## src/hw/rtl/hlpa_pkg.sv

```systemverilog
package hlpa_pkg;

  // Record parse phases
  typedef enum logic [3:0] {
    PH_HDR,
    PH_TYPE,
    PH_CNT_HI,
    PH_CNT_LO,
    PH_SZ_HI,
    PH_SZ_LO,
    PH_BODY,
    PH_DONE,
    PH_REJECT
  } phase_t;

  // What the back end has to produce for one queue entry
  typedef enum logic [1:0] {
    K_NONE,
    K_BYTE,
    K_START
  } kind_t;

  typedef struct packed {
    kind_t      kind;
    logic [7:0] data;
  } entry_t;

  typedef struct packed {
    logic full;
    logic empty;
  } fifo_status_t;

  localparam int FIFO_DEPTH = 4;
  localparam int FIFO_AW    = $clog2(FIFO_DEPTH);
  localparam int FIFO_CW    = $clog2(FIFO_DEPTH + 1);

  localparam int LEN_W = 12;
  localparam int SUM_W = 18;

  localparam logic [LEN_W-1:0] POS_BYTE1        = 12'd1;
  localparam logic [LEN_W-1:0] POS_BYTE2        = 12'd2;
  localparam logic [LEN_W-1:0] POS_PREFIX_SIZE  = 12'd21;
  localparam logic [LEN_W-1:0] POS_ARRAY_COUNT  = 12'd22;
  localparam logic [LEN_W-1:0] MIN_RECORD_BYTES = 12'd23;

  localparam logic [SUM_W-1:0] PARAM_BUFFER_BYTES = 18'd2048;
  localparam logic [SUM_W-1:0] START_CODE_BYTES   = 18'd4;

  localparam logic [5:0] NAL_VPS = 6'h20;
  localparam logic [5:0] NAL_SPS = 6'h21;
  localparam logic [5:0] NAL_PPS = 6'h22;

  localparam logic [7:0] START_CODE_ZERO = 8'h00;
  localparam logic [7:0] START_CODE_ONE  = 8'h01;
  localparam logic [1:0] START_CODE_LAST = 2'd3;

endpackage

```

## src/hw/rtl/hlpa_if.sv

```systemverilog
interface hlpa_in_if;
  logic       valid;
  logic       ready;
  logic       cmd;
  logic [7:0] data_byte;
  logic       last;

  modport source (output valid, output cmd, output data_byte, output last, input ready);
  modport sink (input valid, input cmd, input data_byte, input last, output ready);
endinterface

interface hlpa_out_if;
  logic       valid;
  logic       ready;
  logic [7:0] out_byte;
  logic       run_last;

  modport source (output valid, output out_byte, output run_last, input ready);
  modport sink (input valid, input out_byte, input run_last, output ready);
endinterface

```

## src/hw/rtl/hlpa_front.sv

```systemverilog
module hlpa_front
  import hlpa_pkg::*;
(
  input  logic               clk,
  input  logic               rst_n,
  input  logic               cfg_wr_en,
  input  logic [LEN_W-1:0]   cfg_wr_data,
  hlpa_in_if.sink            in_ch,
  input  fifo_status_t       fifo_st,
  output logic               push,
  output entry_t             push_entry
);

  logic [LEN_W-1:0] rec_len_r, rec_len_nxt;
  phase_t           phase_r, phase_nxt;
  logic [LEN_W-1:0] pos_r, pos_nxt;
  logic             accepted_r, accepted_nxt;
  logic [2:0]       prefix_size_r, prefix_size_nxt;
  logic [7:0]       arrays_r, arrays_nxt;
  logic [15:0]      units_r, units_nxt;
  logic [5:0]       unit_type_r, unit_type_nxt;
  logic             keep_r, keep_nxt;
  logic [2:0]       pbs_r, pbs_nxt;
  logic [31:0]      acc_r, acc_nxt;
  logic [31:0]      payload_r, payload_nxt;
  logic [LEN_W-1:0] emitted_r, emitted_nxt;

  logic             fire;
  logic [LEN_W:0]   next_pos;
  logic [31:0]      pl;
  logic [SUM_W-1:0] rec_sum;
  logic [SUM_W-1:0] buf_sum;
  logic [31:0]      acc_shift;
  logic [2:0]       pbs_inc;
  kind_t            kind;

  function automatic phase_t enter_array(input logic [7:0] arrays,
                                         input logic [LEN_W:0] nxt,
                                         input logic [LEN_W-1:0] len);
    phase_t ph;
    if (arrays == 8'd0 || ({1'b0, nxt} + 14'd3) > {2'b00, len}) begin
      ph = PH_DONE;
    end else begin
      ph = PH_TYPE;
    end
    return ph;
  endfunction

  function automatic phase_t enter_unit(input logic [15:0] units,
                                        input logic [7:0] arrays,
                                        input logic [LEN_W:0] nxt,
                                        input logic [LEN_W-1:0] len);
    phase_t ph;
    if (units == 16'd0) begin
      ph = enter_array(arrays, nxt, len);
    end else if (({1'b0, nxt} + 14'd2) > {2'b00, len}) begin
      ph = PH_DONE;
    end else begin
      ph = PH_SZ_HI;
    end
    return ph;
  endfunction

  assign in_ch.ready = !fifo_st.full;
  assign fire        = in_ch.valid && in_ch.ready;
  assign next_pos    = {1'b0, pos_r} + 13'd1;
  assign pl          = payload_r | {24'd0, in_ch.data_byte};
  assign rec_sum     = {5'd0, next_pos} + {2'b00, pl[15:0]};
  assign buf_sum     = {6'd0, emitted_r} + START_CODE_BYTES + {2'b00, pl[15:0]};
  assign acc_shift   = {acc_r[23:0], in_ch.data_byte};
  assign pbs_inc     = pbs_r + 3'd1;

  always_comb begin
    rec_len_nxt     = cfg_wr_en ? cfg_wr_data : rec_len_r;
    phase_nxt       = phase_r;
    pos_nxt         = pos_r;
    accepted_nxt    = accepted_r;
    prefix_size_nxt = prefix_size_r;
    arrays_nxt      = arrays_r;
    units_nxt       = units_r;
    unit_type_nxt   = unit_type_r;
    keep_nxt        = keep_r;
    pbs_nxt         = pbs_r;
    acc_nxt         = acc_r;
    payload_nxt     = payload_r;
    emitted_nxt     = emitted_r;
    kind            = K_NONE;

    if (fire && !in_ch.cmd && !accepted_r) begin
      if (pos_r >= rec_len_r) begin
        // past the record length: only last matters
        if (in_ch.last) begin
          pos_nxt = '0;
        end
      end else begin
        if (pos_r == '0) begin
          phase_nxt   = (rec_len_r >= MIN_RECORD_BYTES) ? PH_HDR : PH_REJECT;
          keep_nxt    = (in_ch.data_byte != 8'd0);
          emitted_nxt = '0;
        end
        case (phase_nxt)
          PH_HDR: begin
            // keep_nxt doubles as "not a start code" for the first bytes
            if (pos_r == POS_BYTE1 && in_ch.data_byte != 8'd0) begin
              keep_nxt = 1'b1;
            end
            if (pos_r == POS_BYTE2 && !keep_nxt && in_ch.data_byte <= 8'd1) begin
              phase_nxt = PH_REJECT;
            end
            if (pos_r == POS_PREFIX_SIZE) begin
              prefix_size_nxt = {1'b0, in_ch.data_byte[1:0]} + 3'd1;
            end
            if (pos_r == POS_ARRAY_COUNT) begin
              arrays_nxt = in_ch.data_byte;
              phase_nxt  = enter_array(in_ch.data_byte, next_pos, rec_len_r);
            end
          end
          PH_TYPE: begin
            unit_type_nxt = in_ch.data_byte[5:0];
            phase_nxt     = PH_CNT_HI;
          end
          PH_CNT_HI: begin
            units_nxt = {in_ch.data_byte, 8'd0};
            phase_nxt = PH_CNT_LO;
          end
          PH_CNT_LO: begin
            units_nxt  = units_r | {8'd0, in_ch.data_byte};
            arrays_nxt = arrays_r - 8'd1;
            phase_nxt  = enter_unit(units_nxt, arrays_nxt, next_pos, rec_len_r);
          end
          PH_SZ_HI: begin
            payload_nxt = {16'd0, in_ch.data_byte, 8'd0};
            phase_nxt   = PH_SZ_LO;
          end
          PH_SZ_LO: begin
            payload_nxt = pl;
            units_nxt   = units_r - 16'd1;
            if (rec_sum > {6'd0, rec_len_r}) begin
              phase_nxt = PH_DONE;
            end else begin
              keep_nxt = (unit_type_r == NAL_VPS || unit_type_r == NAL_SPS ||
                          unit_type_r == NAL_PPS) && (buf_sum < PARAM_BUFFER_BYTES);
              if (keep_nxt) begin
                kind        = K_START;
                emitted_nxt = buf_sum[LEN_W-1:0];
              end
              if (pl == 32'd0) begin
                phase_nxt = enter_unit(units_nxt, arrays_r, next_pos, rec_len_r);
              end else begin
                phase_nxt = PH_BODY;
              end
            end
          end
          PH_BODY: begin
            if (keep_r) begin
              kind = K_BYTE;
            end
            payload_nxt = payload_r - 32'd1;
            if (payload_nxt == 32'd0) begin
              phase_nxt = enter_unit(units_r, arrays_r, next_pos, rec_len_r);
            end
          end
          default: ;
        endcase

        if (in_ch.last || next_pos >= {1'b0, rec_len_r}) begin
          if (phase_nxt inside {PH_TYPE, PH_CNT_HI, PH_CNT_LO, PH_SZ_HI, PH_SZ_LO,
                                PH_BODY, PH_DONE}) begin
            accepted_nxt = 1'b1;
            payload_nxt  = '0;
            keep_nxt     = 1'b0;
            pbs_nxt      = '0;
            acc_nxt      = '0;
          end
          pos_nxt = '0;
        end else begin
          pos_nxt = next_pos[LEN_W-1:0];
        end
      end
    end else if (fire && in_ch.cmd && accepted_r) begin
      if (payload_r != 32'd0) begin
        kind        = K_BYTE;
        payload_nxt = payload_r - 32'd1;
      end else if (pbs_inc >= prefix_size_r) begin
        // prefix complete: swap it for a start code unless the unit ends here
        if (!in_ch.last) begin
          kind        = K_START;
          payload_nxt = acc_shift;
        end
        pbs_nxt = '0;
        acc_nxt = '0;
      end else begin
        acc_nxt = acc_shift;
        pbs_nxt = pbs_inc;
      end
      if (in_ch.last) begin
        payload_nxt = '0;
        pbs_nxt     = '0;
        acc_nxt     = '0;
      end
    end
  end

  assign push            = (kind != K_NONE);
  assign push_entry.kind = kind;
  assign push_entry.data = in_ch.data_byte;

  always_ff @(posedge clk) begin
    if (!rst_n) begin
      rec_len_r     <= '0;
      phase_r       <= PH_HDR;
      pos_r         <= '0;
      accepted_r    <= 1'b0;
      prefix_size_r <= 3'd1;
      arrays_r      <= '0;
      units_r       <= '0;
      unit_type_r   <= '0;
      keep_r        <= 1'b0;
      pbs_r         <= '0;
      acc_r         <= '0;
      payload_r     <= '0;
      emitted_r     <= '0;
    end else begin
      rec_len_r     <= rec_len_nxt;
      phase_r       <= phase_nxt;
      pos_r         <= pos_nxt;
      accepted_r    <= accepted_nxt;
      prefix_size_r <= prefix_size_nxt;
      arrays_r      <= arrays_nxt;
      units_r       <= units_nxt;
      unit_type_r   <= unit_type_nxt;
      keep_r        <= keep_nxt;
      pbs_r         <= pbs_nxt;
      acc_r         <= acc_nxt;
      payload_r     <= payload_nxt;
      emitted_r     <= emitted_nxt;
    end
  end

endmodule

```

## src/hw/rtl/hlpa_fifo.sv

```systemverilog
module hlpa_fifo
  import hlpa_pkg::*;
(
  input  logic         clk,
  input  logic         rst_n,
  input  logic         push,
  input  entry_t       push_entry,
  input  logic         pop,
  output entry_t       pop_entry,
  output fifo_status_t st
);

  entry_t             mem [FIFO_DEPTH];
  logic [FIFO_AW-1:0] wr_ptr_r, wr_ptr_nxt;
  logic [FIFO_AW-1:0] rd_ptr_r, rd_ptr_nxt;
  logic [FIFO_CW-1:0] count_r, count_nxt;
  logic               do_push;
  logic               do_pop;

  assign st.full   = (count_r == FIFO_CW'(FIFO_DEPTH));
  assign st.empty  = (count_r == '0);
  assign do_push   = push && !st.full;
  assign do_pop    = pop && !st.empty;
  assign pop_entry = mem[rd_ptr_r];

  always_comb begin
    wr_ptr_nxt = do_push ? wr_ptr_r + FIFO_AW'(1) : wr_ptr_r;
    rd_ptr_nxt = do_pop ? rd_ptr_r + FIFO_AW'(1) : rd_ptr_r;
    count_nxt  = count_r;
    if (do_push && !do_pop) begin
      count_nxt = count_r + FIFO_CW'(1);
    end else if (do_pop && !do_push) begin
      count_nxt = count_r - FIFO_CW'(1);
    end
  end

  always_ff @(posedge clk) begin
    if (do_push) begin
      mem[wr_ptr_r] <= push_entry;
    end
  end

  always_ff @(posedge clk) begin
    if (!rst_n) begin
      wr_ptr_r <= '0;
      rd_ptr_r <= '0;
      count_r  <= '0;
    end else begin
      wr_ptr_r <= wr_ptr_nxt;
      rd_ptr_r <= rd_ptr_nxt;
      count_r  <= count_nxt;
    end
  end

endmodule

```

## src/hw/rtl/hlpa_emit.sv

```systemverilog
module hlpa_emit
  import hlpa_pkg::*;
(
  input  logic         clk,
  input  logic         rst_n,
  input  fifo_status_t fifo_st,
  input  entry_t       pop_entry,
  output logic         pop,
  hlpa_out_if.source   out_ch
);

  entry_t     cur_r, cur_nxt;
  logic       cur_valid_r, cur_valid_nxt;
  logic [1:0] idx_r, idx_nxt;
  logic       is_final;
  logic       done_cur;
  logic       load;

  assign is_final = (cur_r.kind == K_BYTE) || (idx_r == START_CODE_LAST);
  assign done_cur = cur_valid_r && out_ch.ready && is_final;
  assign load     = !cur_valid_r || done_cur;
  assign pop      = load && !fifo_st.empty;

  always_comb begin
    cur_nxt       = cur_r;
    cur_valid_nxt = cur_valid_r;
    idx_nxt       = idx_r;
    if (load) begin
      // refill straight away so bytes leave back to back
      cur_nxt       = pop_entry;
      cur_valid_nxt = !fifo_st.empty;
      idx_nxt       = '0;
    end else if (cur_valid_r && out_ch.ready) begin
      idx_nxt = idx_r + 2'd1;
    end
  end

  assign out_ch.valid    = cur_valid_r;
  assign out_ch.run_last = is_final;
  always_comb begin
    if (cur_r.kind == K_BYTE) begin
      out_ch.out_byte = cur_r.data;
    end else if (idx_r == START_CODE_LAST) begin
      out_ch.out_byte = START_CODE_ONE;
    end else begin
      out_ch.out_byte = START_CODE_ZERO;
    end
  end

  always_ff @(posedge clk) begin
    cur_r <= cur_nxt;
  end

  always_ff @(posedge clk) begin
    if (!rst_n) begin
      cur_valid_r <= 1'b0;
      idx_r       <= '0;
    end else begin
      cur_valid_r <= cur_valid_nxt;
      idx_r       <= idx_nxt;
    end
  end

endmodule

```

## src/hw/rtl/hevc_length_prefix_to_annexb.sv

```systemverilog
// Converts an HEVC configuration record plus length-prefixed access units into a
// start-code byte stream. One input byte is taken per cycle while the queue has
// room; each byte yields nothing, one output byte, or a four-byte 00 00 00 01
// start code. The parser handles each byte as it is accepted and drops its results
// into a four-entry queue; the output side drains one byte per cycle while the
// receiver is ready, so a start code holds the output for four bytes, and input
// stalls only once the queue is full. Program record_length through
// cfg_wr_en/cfg_wr_data while idle.
module hevc_length_prefix_to_annexb
  import hlpa_pkg::*;
(
  input  logic             clk,
  input  logic             rst_n,
  input  logic             cfg_wr_en,
  input  logic [LEN_W-1:0] cfg_wr_data,
  hlpa_in_if.sink          in_ch,
  hlpa_out_if.source       out_ch
);

  fifo_status_t fifo_st;
  logic         push;
  entry_t       push_entry;
  logic         pop;
  entry_t       pop_entry;

  hlpa_front u_front (
    .clk        (clk),
    .rst_n      (rst_n),
    .cfg_wr_en  (cfg_wr_en),
    .cfg_wr_data(cfg_wr_data),
    .in_ch      (in_ch),
    .fifo_st    (fifo_st),
    .push       (push),
    .push_entry (push_entry)
  );

  hlpa_fifo u_fifo (
    .clk       (clk),
    .rst_n     (rst_n),
    .push      (push),
    .push_entry(push_entry),
    .pop       (pop),
    .pop_entry (pop_entry),
    .st        (fifo_st)
  );

  hlpa_emit u_emit (
    .clk      (clk),
    .rst_n    (rst_n),
    .fifo_st  (fifo_st),
    .pop_entry(pop_entry),
    .pop      (pop),
    .out_ch   (out_ch)
  );

  // never take a transaction the queue cannot hold
  a_no_accept_when_full: assert property (@(posedge clk) disable iff (!rst_n)
    !(in_ch.ready && fifo_st.full))
    else $error("input accepted with queue full");

  // a queued result is visible next cycle, either in the queue or at the output
  a_push_lands: assert property (@(posedge clk) disable iff (!rst_n)
    push && in_ch.valid && in_ch.ready |=> !fifo_st.empty || out_ch.valid)
    else $error("queued result lost");

  // nothing is presented straight after reset
  a_quiet_after_reset: assert property (@(posedge clk)
    !rst_n |=> !out_ch.valid)
    else $error("output valid after reset");

endmodule

```

## src/flat_wrapper.sv

```systemverilog
// flat-port wrapper written by rule: the top's interface ports become plain ports
module hevc_length_prefix_to_annexb_flat import hlpa_pkg::*;
  (clk, rst_n, cfg_wr_en, cfg_wr_data, in_ch_valid, in_ch_cmd, in_ch_data_byte, in_ch_last, in_ch_ready, out_ch_valid, out_ch_out_byte, out_ch_run_last, out_ch_ready);
  hlpa_in_if in_ch_i ();
  hlpa_out_if out_ch_i ();
  input  logic clk;
  input  logic rst_n;
  input  logic cfg_wr_en;
  input  logic [LEN_W-1:0] cfg_wr_data;
  input wire logic [$bits(in_ch_i.valid)-1:0] in_ch_valid;
  input wire logic [$bits(in_ch_i.cmd)-1:0] in_ch_cmd;
  input wire logic [$bits(in_ch_i.data_byte)-1:0] in_ch_data_byte;
  input wire logic [$bits(in_ch_i.last)-1:0] in_ch_last;
  output wire logic [$bits(in_ch_i.ready)-1:0] in_ch_ready;
  output wire logic [$bits(out_ch_i.valid)-1:0] out_ch_valid;
  output wire logic [$bits(out_ch_i.out_byte)-1:0] out_ch_out_byte;
  output wire logic [$bits(out_ch_i.run_last)-1:0] out_ch_run_last;
  input wire logic [$bits(out_ch_i.ready)-1:0] out_ch_ready;
  assign in_ch_i.valid = in_ch_valid;
  assign in_ch_i.cmd = in_ch_cmd;
  assign in_ch_i.data_byte = in_ch_data_byte;
  assign in_ch_i.last = in_ch_last;
  assign in_ch_ready = in_ch_i.ready;
  assign out_ch_valid = out_ch_i.valid;
  assign out_ch_out_byte = out_ch_i.out_byte;
  assign out_ch_run_last = out_ch_i.run_last;
  assign out_ch_i.ready = out_ch_ready;
  hevc_length_prefix_to_annexb u_core (.clk(clk), .rst_n(rst_n), .cfg_wr_en(cfg_wr_en), .cfg_wr_data(cfg_wr_data), .in_ch(in_ch_i), .out_ch(out_ch_i));
endmodule
```

## config.mk

```make
export PLATFORM = sky130hd
export DESIGN_NAME = hevc_length_prefix_to_annexb_flat
export DESIGN_NICKNAME = d
export VERILOG_FILES = /design/src/hw/rtl/hlpa_pkg.sv /design/src/hw/rtl/hlpa_if.sv /design/src/hw/rtl/hlpa_front.sv /design/src/hw/rtl/hlpa_fifo.sv /design/src/hw/rtl/hlpa_emit.sv /design/src/hw/rtl/hevc_length_prefix_to_annexb.sv /design/src/flat_wrapper.sv
export SDC_FILE = /design/constraint.sdc
export NUM_CORES = 1
export LEC_CHECK = 0
export BUFFER_PORTS_ARGS = -buffer_cell sky130_fd_sc_hd__buf_4
export CELL_PAD_IN_SITES_DETAIL_PLACEMENT = 0
export CELL_PAD_IN_SITES_GLOBAL_PLACEMENT = 1
export CORE_UTILIZATION = 35
export DETAILED_ROUTE_END_ITERATION = 8
export PLACE_DENSITY_LB_ADDON = 0.1
export SYNTH_ARGS = -nofsm -noshare
export SYNTH_HDL_FRONTEND = slang
export SYNTH_SLANG_ARGS = --single-unit
export TNS_END_PERCENT = 30
```

## constraint.sdc

```tcl
create_clock -name clk -period 16.8 [get_ports clk]
set_input_delay 0 -clock clk [delete_from_list [all_inputs] [get_ports clk]]
set_output_delay 0 -clock clk [all_outputs]
set_load 0.05 [all_outputs]
```

==> reports/results.ini, run 1 <==
[run_status]
outcome = finished, final reports clean

[sta]
timing.final.max_slew_violations = 0
worst_hold_slack_ns = 0.0994
unrepaired_setup_endpoints_after_global_routing = false
final.setup.worst_slack_ns = 9.05
period_share = 0.461
final.setup.tns_ns = 0
maxSlewHeadroom = 0.0344
clock_tree_skew_after_final_layout_ns = 0.0172
setup-violations-final = 0
fmax_ghz = 0.129
hold_viol_final = 0
finalWorstPathRequiredPeriod_ns = 7.75
worst_slew_pin_slew_ns = 1.44

[clock_network]
tritoncts = built
postCtsSetupRepairBufs = 0
clock_tree.htree_level_count = 4
clk_pin_slew_worst_paths_ns = 0.09
clock_tree.root_cell = clkbuf_16
tritoncts.num_buffers = 17
clock_sink_count = 194
clockBufferDepth = 2
clock_insertion_delay_worst_skew_ns = 0.51

[detailed_routing]
drt_wl_total_mm = 51.2
detailroute.via_count = 13525
route.detailed.drc = 0
postRouteAntennaNets = 0
drt_pass1_iterations = 7
dr.first_iter.drc_count = 1008
drt-wirelength-per-cell_um = 22.3
avgViaCountPerCell = 5.89

[finish]
layout-area-overhead-vs-synth_pct = 10.4
design.final.nets = 1896
layout-drive-gt1-share = 0.0876
stdcell_count = 2296
fillers = 4300
antenna_cells_inserted = 0

[power_and_ir_drop]
report.power.total_uw = 1560
vdd_ir_drop_max_uv = 63.1
p_leak_uw = 0.00658
powerDensity_nw_per_um2 = 94.4

[logic_synthesis]
mean_cell_area_of_the_mapped_netlist_um2 = 8.51
synth.distinct_cells = 100
mappedNetlistNets = 1914
synthMostInstantiatedCell = dfxtp_1
synthDominantAreaCellType = dfxtp_1
count_of_flip_flops_with_a_built_in_enable_after_synthesis = 50
post_synthesis_sequential_area_ratio = 0.292
synthesis.area_um2 = 15000
ys_top_cells_by_count = 144 x dfxtp_1, 138 x nand2_1, 122 x ha_1
synthTopCellsByArea = dfxtp_1 19%, ha_1 10%, edfxtp_1 10%
synthFlopType = dfxtp_1
synth_top_area_frac = 0.192
synthCells = 1762
ys.warnings.count = 0
ys_ff_latch = 194
postSynth.asyncResetShare = 0

[setup_path]
critical_path.reg2reg.endpoint = u_core.u_fifo.count_r[2]
end_kind = register
rr_worst_depth = 26
worstReg2RegStart = u_core.u_front.pos_r[0]
worst_path_largest_cell_delay_ns = 0.90
biggest_fanout_along_the_worst_timing_path = 16
arrival_ns = 8.18
crit_slowest_cell = or4b_1
reg2reg_setup_slack_ns = 9.05
cp-start-kind = register
cp_data_required_time_ns = 17.23
path_class = reg2reg

[floorplan]
rows = 75
design.core.area_um2 = 42100
design.portCount = 38
die_w_um = 209
initial_core_util = 0.356
design.die.area_um2 = 43700
fp.dieH_um = 209

[place]
gpl.final_weighted_congestion = 0.883
cell_count_after_placement = 2231
post-dp-hpwl_mm = 35.9
io_buffers = 37
pre_cts_ws_ns = 9.08

[global_route]
gr-total-overflow = 0
grt_max_degree = 95
grt_pass1_vias = 12828
globalRouteTotalUtil = 0.238
antenna_found_initial = 0
grt_first_pass_wirelength_mm = 78.8

[hold_path]
min_from = in_ch_last
worst_hold_path.num_cells = 5
hold_path_sink = u_core.u_front.pos_r[0]
hold_path.class = in2reg

[run]
cap_viol_max_count = 0

==> state kept, by name, indices dropped and copies added (netlist names) <==
register,count
u_core.u_front.arrays_r,8
u_core.u_front.unit_type_r,6
u_core.u_front.phase_r,4
u_core.u_front.pbs_r,3
u_core.u_fifo.rd_ptr_r,2
u_core.u_emit.out_ch.valid,1
u_core.u_front.emitted_r,12
u_core.u_fifo.wr_ptr_r,2
u_core.u_front.units_r,16
u_core.u_fifo.count_r,3
u_core.u_front.acc_r,24
u_core.u_fifo.mem,40
u_core.u_front.pos_r,12
u_core.u_front.accepted_r,1
u_core.u_front.keep_r,1
u_core.u_emit.idx_r,2
u_core.u_front.rec_len_r,12
u_core.u_emit.cur_r,10
u_core.u_front.payload_r,32
u_core.u_front.prefix_size_r,3
==> critical path, delay by kind of cell (launching register included) <==
family	cells	cell delay (ns)
AND/OR/NAND/NOR	6	2.08
adder cells (fa/ha/maj)	5	1.77
XOR/XNOR	3	0.81
AO/OA/AOI/OAI	11	2.24
buffers and inverters	1	0.06
flip-flops	1	0.69
==> report_power, final <==
group	internal [uW]	switching, uW	total (uW)	leakage, uW
clock	212	248	460	0.000311
combinational	200	335	535	0.00464
sequential	514	54.0	568	0.00163
==> cell usage in the layout, fill, tap and decap left out, types with 13 or more instances in the layout <==
cell           Yosys  final
a21boi_0          13     13
a21o_1            13     13
a21oi_1           92     92
a22oi_1           23     23
a31oi_1           19     19
and2_1            38     38
and3_1            14     14
buf_4              1     54
clkbuf_16          0     17
dfxtp_1          144    144
dlygate4sd3_1      0     33
edfxtp_1          50     50
ha_1             122    122
inv_1             69     69
mux2i_1           54     54
nand2_1          138    138
nand3_1           76     76
nand4_1           30     30
nor2_1           107    106
nor2b_1           49     49
nor3_1            53     52
nor4_1            23     23
o211a_1           25     25
o211ai_1          22     22
o21a_1            13     13
o21ai_0           93     93
o221ai_1          13     13
o22ai_1           15     15
o31ai_1           15     15
xnor2_1           52     52
xor2_1            25     25
==> layout make-up <==
type / count / area (um^2) / share of cell area
clock buffer: 17 / 425 / 0.0257
clock inverter: 15 / 218 / 0.0132
inverter: 71 / 267 / 0.0161
multi-input combinational: 1373 / 9850 / 0.595
sequential: 194 / 4380 / 0.265
tap: 539 / 674 / 0.0407
timing repair buffer: 87 / 736 / 0.0444
==> stage by stage <==
step                 util  area [um^2]
global route        0.393        16600
finish              0.393        16600
detailed placement  0.370        15600
CTS                 0.393        16600
floorplan               -        15000
global placement    0.370        15600
==> cell families after synthesis <==
group,synth area share
compound gates,0.222
fa+ha+maj,0.106
flops,0.292
simple gates,0.230
xor+xnor,0.0461
buf+inv,0.0514
mux,0.0526
==> how the worst max path moves through the flow <==
stage | from | end
after floorplan | u_core.u_front.pos_r[0] | u_core.u_fifo.count_r[2]
after global placement | u_core.u_front.pos_r[0] | u_core.u_fifo.count_r[2]
after detailed placement | u_core.u_front.pos_r[0] | u_core.u_fifo.count_r[2]
after CTS | u_core.u_front.pos_r[0] | u_core.u_fifo.count_r[2]
after global routing | u_core.u_front.pos_r[0] | u_core.u_fifo.count_r[2]
final | u_core.u_front.pos_r[0] | u_core.u_fifo.count_r[2]
==> metal layers <==
metal	vias up	GRT usage	part of all wire
met1	6548	0.324	0.47
met2	354	0.378	0.46
met3	71	0.0380	0.043
met5	-	0	0
met4	0	0.0890	0.028
li1	6552	-	-
==> repair_timing <==
item                                    CTS  global route
gates resized for setup                   0             0
endpoints found under the setup margin    0             0
hold endpoints to repair                 64             0
hold buffers                             33             0
(Power assumes the default switching activity.)
==> inputs of run 2 (changes only) <==
- clock period: 16.8 -> 6.7 ns (I/O delays scaled with it)
==> reports/results.ini, run 2 (synthesized netlist as in run 1, its figures left out) <==
[setup_path]
biggest_fanout_along_the_worst_timing_path = 15
path_class = reg2reg
worstReg2RegStart = u_core.u_front.pos_r[0]
crit_top_cell = a21oi_1
crit_family = simple AND/OR/NAND/NOR gates
end_kind = register
crit_slowest_cell = or4b_4
cp-start-kind = register
reg2reg_setup_slack_ns = 0.42
arrival_ns = 6.71
rr_worst_depth = 27
critical_path.reg2reg.endpoint = u_core.u_fifo.count_r[2]
worst_path_largest_cell_delay_ns = 0.59
cp_data_required_time_ns = 7.13
crit_path_start = u_core.u_front.pos_r[0]
cp.buffers_inverters = 3

[finish]
fillers = 4249
reg_top3 = u_core.u_fifo.mem (40), u_core.u_front.payload_r (32), u_core.u_front.acc_r (24)
design.final.nets = 1928
layout_common_cells = 143 x dfxtp_1, 138 x nand2_1, 122 x ha_1, 105 x nor2_1, 93 x o21ai_0
largest_register_ffs = 40
regMostFlops = u_core.u_fifo.mem
layout_commonest_cell = dfxtp_1
layout-area-overhead-vs-synth_pct = 12.1
layout.cell_area.non_filler_um2 = 16800
layout-drive-gt1-share = 0.109
antenna_cells_inserted = 0

[sta]
setup-violations-final = 0
period_share = 0.937
worst_hold_slack_ns = 0.0295
fmax_ghz = 0.159
clock_tree_skew_after_final_layout_ns = 0.0140
unrepaired_setup_endpoints_after_global_routing = false
maxSlewHeadroom = 0.221
timing.final.max_slew_violations = 0
worst_slew_pin_slew_ns = 1.17
final.setup.tns_ns = 0
hold_viol_final = 0
finalWorstPathRequiredPeriod_ns = 6.28

[global_route]
gr-total-overflow = 0
grt_max_degree = 88
grt_pass1_vias = 12995
globalRouteTotalUtil = 0.243
grt_first_pass_wirelength_mm = 80.0
antenna_found_initial = 3

[detailed_routing]
postRouteAntennaNets = 0
drt_pass1_iterations = 6
drt-wirelength-per-cell_um = 22.5
avgViaCountPerCell = 5.86
routed-wl-met2_mm = 23.6
drt_wl_total_mm = 52.4
routedLengthMet1_mm = 24.3
top_layer_used = met5
detailroute.wirelength.met3_mm = 2.60
route.detailed.drc = 0
dr.first_iter.drc_count = 1014
detailroute.via_count = 13650

[place]
post-dp-hpwl_mm = 37.7
io_buffers = 37
placed_cell_area_um2 = 15800
gpl.final_weighted_congestion = 0.907

[hold_path]
hold_path.class = in2reg
hold_path_sink = u_core.u_fifo.mem[0][6]
min_from = in_ch_data_byte[6]
worst_hold_path.num_cells = 2

[clock_network]
clock_sink_count = 194
tritoncts = built
clock_tree.root_cell = clkbuf_16
clock_tree.htree_level_count = 4
clock_insertion_delay_worst_skew_ns = 0.51
clockBufferDepth = 2
tritoncts.num_buffers = 17
clk_pin_slew_worst_paths_ns = 0.08

[power_and_ir_drop]
powerDensity_nw_per_um2 = 235
p_leak_uw = 0.00676
vdd_ir_drop_max_uv = 154

[floorplan]
fp.dieH_um = 209
die_w_um = 209
initial_core_util = 0.356
design.die.area_um2 = 43700
rows = 75
design.portCount = 38
design.core.area_um2 = 42100

[run]
cap_viol_max_count = 0

[run_status]
outcome = finished, final reports clean

-- run 2: changes by cell type in the layout (fill, tap and decap cells not counted), moves of 2 or more --
| cell | previous run | this run |
|---|---|---|
| bufinv_16 | 0 | 3 |
| buf_4 | 54 | 91 |
| inv_12 | 7 | 0 |
| inv_6 | 2 | 4 |
| dlygate4sd3_1 | 33 | 28 |
-- run 2: per-layer routing --
layer  global-route usage  vias to the layer above
met5                    0                        -
met4                0.110                        2
met3               0.0437                       85
met2                0.379                      357
met1                0.326                     6602
li1                     -                     6604
-- run 2: repair_timing --
item / CTS / global route
setup buffers: 0 / 3
hold buffers: 28 / 0
setup endpoints to repair: 0 / 1
gates resized for setup: 0 / 7
endpoints found under the hold margin: 27 / 0
-- run 2: area by class of cell --
type	instances	area (um^2)	area share
clock buffer	18	429	0.0255
clock inverter	14	216	0.0129
inverter	71	267	0.0159
multi-input combinational	1373	9880	0.587
sequential	194	4390	0.261
tap	539	674	0.0401
timing repair buffer	119	963	0.0573
-- run 2: worst max path at each step --
stage / to / cells past startpoint / slack [ns]
finish: u_core.u_fifo.count_r[2] / 27 / 0.42
global route: u_core.u_fifo.count_r[2] / 27 / 0.02
detailed placement: u_core.u_fifo.count_r[2] / 26 / 0.21
floorplan: u_core.u_fifo.count_r[2] / 28 / 0.49
CTS: u_core.u_fifo.count_r[2] / 26 / 0.17
global placement: u_core.u_fifo.count_r[2] / 26 / 0.40
-- run 2: stage by stage --
| step | std cells | util | setup slack, ns | total power (uW) |
|---|---|---|---|---|
| after global placement | 2265 | 0.376 | 0.403 | 2790 |
| final | 2328 | 0.399 | 0.423 | 3950 |
| after global routing | 2328 | 0.399 | 0.0191 | 4170 |
| after detailed placement | 2265 | 0.376 | 0.208 | 2790 |
| after floorplan | 1762 | - | 0.490 | 2380 |
| after CTS | 2325 | 0.398 | 0.168 | 3990 |
-- run 2: where the power goes --
group	leakage, uW	switching, uW	internal [uW]
Clock	0.000314	551	608
Combinational	0.00482	872	516
Sequential	0.00163	118	1290
-- run 2: worst reg2reg max path: stages (launching register included) --
cell	delay, ns
dfxtp_1	0.34
buf_4	0.21
nand2_1	0.18
nor2_4	0.20
xnor2_1	0.18
inv_1	0.14
ha_1	0.34
a21o_1	0.21
or3_1	0.33
a21oi_1	0.21
nand2b_1	0.18
xnor2_1	0.15
ha_1	0.29
a211o_1	0.26
a21oi_1	0.10
o21ai_0	0.09
o21ai_0	0.19
a21oi_1	0.16
nor4_4	0.20
o211ai_1	0.23
or4b_4	0.60
nand3b_4	0.14
ha_1	0.20
inv_1	0.06
fa_1	0.37
xor2_1	0.18
or3_1	0.31
a21oi_1	0.14
==> inputs of run 3 (changes only) <==
- ABC_AREA: not set -> 1
==> reports/results.ini, run 3 <==
[floorplan]
rows = 75
initial_core_util = 0.356
design.portCount = 38
die_w_um = 209
design.core.area_um2 = 42100
fp.dieH_um = 209
design.die.area_um2 = 43700

[sta]
setup-violations-final = 0
worst_hold_slack_ns = 0.00587
worst_slew_pin_slew_ns = 1.20
final.setup.tns_ns = 0
timing.final.max_slew_violations = 0
maxSlewHeadroom = 0.200
fmax_ghz = 0.165
hold_viol_final = 0
finalWorstPathRequiredPeriod_ns = 6.05
clock_tree_skew_after_final_layout_ns = 0.0154
unrepaired_setup_endpoints_after_global_routing = false
final.setup.worst_slack_ns = 0.649
period_share = 0.903

[global_route]
grt_pass1_vias = 14316
grt_max_degree = 60
gr-total-overflow = 0
antenna_found_initial = 0
grt_first_pass_wirelength_mm = 82.8
globalRouteTotalUtil = 0.246

[place]
pre_cts_ws_ns = 0.699
io_buffers = 37
gpl.final_weighted_congestion = 0.890
post-dp-hpwl_mm = 38.7

[logic_synthesis]
synthCells = 2179
mappedNetlistNets = 2331
synthesis.area_um2 = 15000
synth_top_area_frac = 0.192
synthFlopType = dfxtp_1
synthDominantAreaCellType = dfxtp_1
mean_cell_area_of_the_mapped_netlist_um2 = 6.88
post_synthesis_sequential_area_ratio = 0.292
ys.warnings.count = 0
synthMostInstantiatedCell = nand2_1
synth.distinct_cells = 63
ys_ff_latch = 194
synthTopCellsByArea = dfxtp_1 19%, nand2_1 11%, ha_1 10%
count_of_flip_flops_with_a_built_in_enable_after_synthesis = 50
ys_top_cells_by_count = 445 x nand2_1, 247 x inv_1, 246 x nor2_1
postSynth.asyncResetShare = 0

[hold_path]
hold_path.class = in2reg
hold_path_sink = u_core.u_front.pbs_r[1]
min_from = rst_n
worst_hold_path.num_cells = 3

[run_status]
outcome = finished, final reports clean

[detailed_routing]
drt-wirelength-per-cell_um = 19.1
avgViaCountPerCell = 5.33
postRouteAntennaNets = 0
drt_wl_total_mm = 52.5
drt_pass1_iterations = 6
detailroute.via_count = 14665
route.detailed.drc = 0
dr.first_iter.drc_count = 1008

[setup_path]
crit_slowest_cell = dfxtp_1
path_class = reg2reg
rr_worst_depth = 29
worstReg2RegStart = u_core.u_front.pos_r[0]
cp-start-kind = register
worst_path_largest_cell_delay_ns = 0.55
end_kind = register
critical_path.reg2reg.endpoint = u_core.u_fifo.count_r[2]
cp_data_required_time_ns = 7.07
reg2reg_setup_slack_ns = 0.65
biggest_fanout_along_the_worst_timing_path = 10
crit_top_cell = nand2_1
arrival_ns = 6.42

[clock_network]
postCtsSetupRepairBufs = 0
clockBufferDepth = 2
clk_pin_slew_worst_paths_ns = 0.08
clock_insertion_delay_worst_skew_ns = 0.47
tritoncts = built
clock_tree.root_cell = clkbuf_16
ctsHoldBuffers = 23
clock_tree.htree_level_count = 4
ctsResizeCount = 0
tritoncts.num_buffers = 17
clock_sink_count = 194

[finish]
reg_top3 = u_core.u_fifo.mem (40), u_core.u_front.payload_r (32), u_core.u_front.acc_r (24)
design.final.nets = 2351
layout_common_cells = 445 x nand2_1, 247 x inv_1, 245 x nor2_1, 188 x a21oi_1, 155 x o21ai_0
fin_util = 0.393
antenna_cells_inserted = 0
largest_register_ffs = 40
fillers = 4483
regMostFlops = u_core.u_fifo.mem
layout-drive-gt1-share = 0.0809
layout_commonest_cell = nand2_1
layout-area-overhead-vs-synth_pct = 10.5

[power_and_ir_drop]
powerDensity_nw_per_um2 = 250
p_leak_uw = 0.00752
vdd_ir_drop_max_uv = 145
report.power.total_uw = 4140

[run]
cap_viol_max_count = 0

## run 3: changes by cell type after synthesis, sizes merged, moves of 49 or more
cell,change
a21oi,+98
inv,+190
mux2i,-54
nand2,+325
nand3,+85
nor2,+163
nor2b,-49
o21ai,+63
## run 3: worst max-delay path, delay by kind of cell (launching register included)
kind	cells	cell delay (ns)
XOR/XNOR	1	0.17
AO/OA/AOI/OAI	6	0.75
adder cells (fa/ha/maj)	5	1.89
buffers and inverters	3	0.42
AND/OR/NAND/NOR	14	2.18
flip-flops	1	0.55
## run 3: worst max path at each step
stage	startpoint	cells past startpoint	to
final	u_core.u_front.pos_r[0]	29	u_core.u_fifo.count_r[2]
after global routing	u_core.u_front.pos_r[0]	32	u_core.u_fifo.count_r[2]
after CTS	u_core.u_front.pos_r[0]	29	u_core.u_fifo.count_r[2]
after detailed placement	u_core.u_front.pos_r[0]	29	u_core.u_fifo.count_r[2]
after global placement	u_core.u_front.pos_r[0]	29	u_core.u_fifo.count_r[2]
after floorplan	u_core.u_front.pos_r[0]	29	u_core.u_fifo.count_r[2]
## run 3: where the power goes
part	switching [uW]	internal (uW)	total [uW]
registers	130	1330	1460
clock network	551	497	1050
logic	1120	504	1620
## run 3: metal layers
metal,up-vias,routed length [um],track usage
met4,0,796,0.0555
li1,7346,-,-
met2,325,23800,0.393
met3,45,2360,0.0376
met5,-,0,0
met1,6949,25600,0.347
## run 3: area by class of cell
cell class                 count  area (um^2)  share of cell area
clock inverter                14          146             0.00884
sequential                   194         4380               0.265
clock buffer                  18          429              0.0259
timing repair buffer          77          636              0.0384
inverter                     263          990              0.0598
tap                          539          674              0.0407
multi-input combinational   1646         9300               0.562
## run 3: through the flow
stage | instance area [um^2] | std cells
floorplan | 15000 | 2179
global placement | 15800 | 2696
detailed placement | 15800 | 2696
CTS | 16600 | 2751
global route | 16600 | 2751
finish | 16600 | 2751
## run 3: cell families (layout without fill, tap and decap cells)
kind of cell    after synthesis  count (layout)  synth area share
simple gates                993             993             0.298
compound gates              457             457             0.169
buf+inv                     339             372            0.0890
flops                       194             194             0.292
fa+ha+maj                   125             125             0.106
xor+xnor                     71              71            0.0452
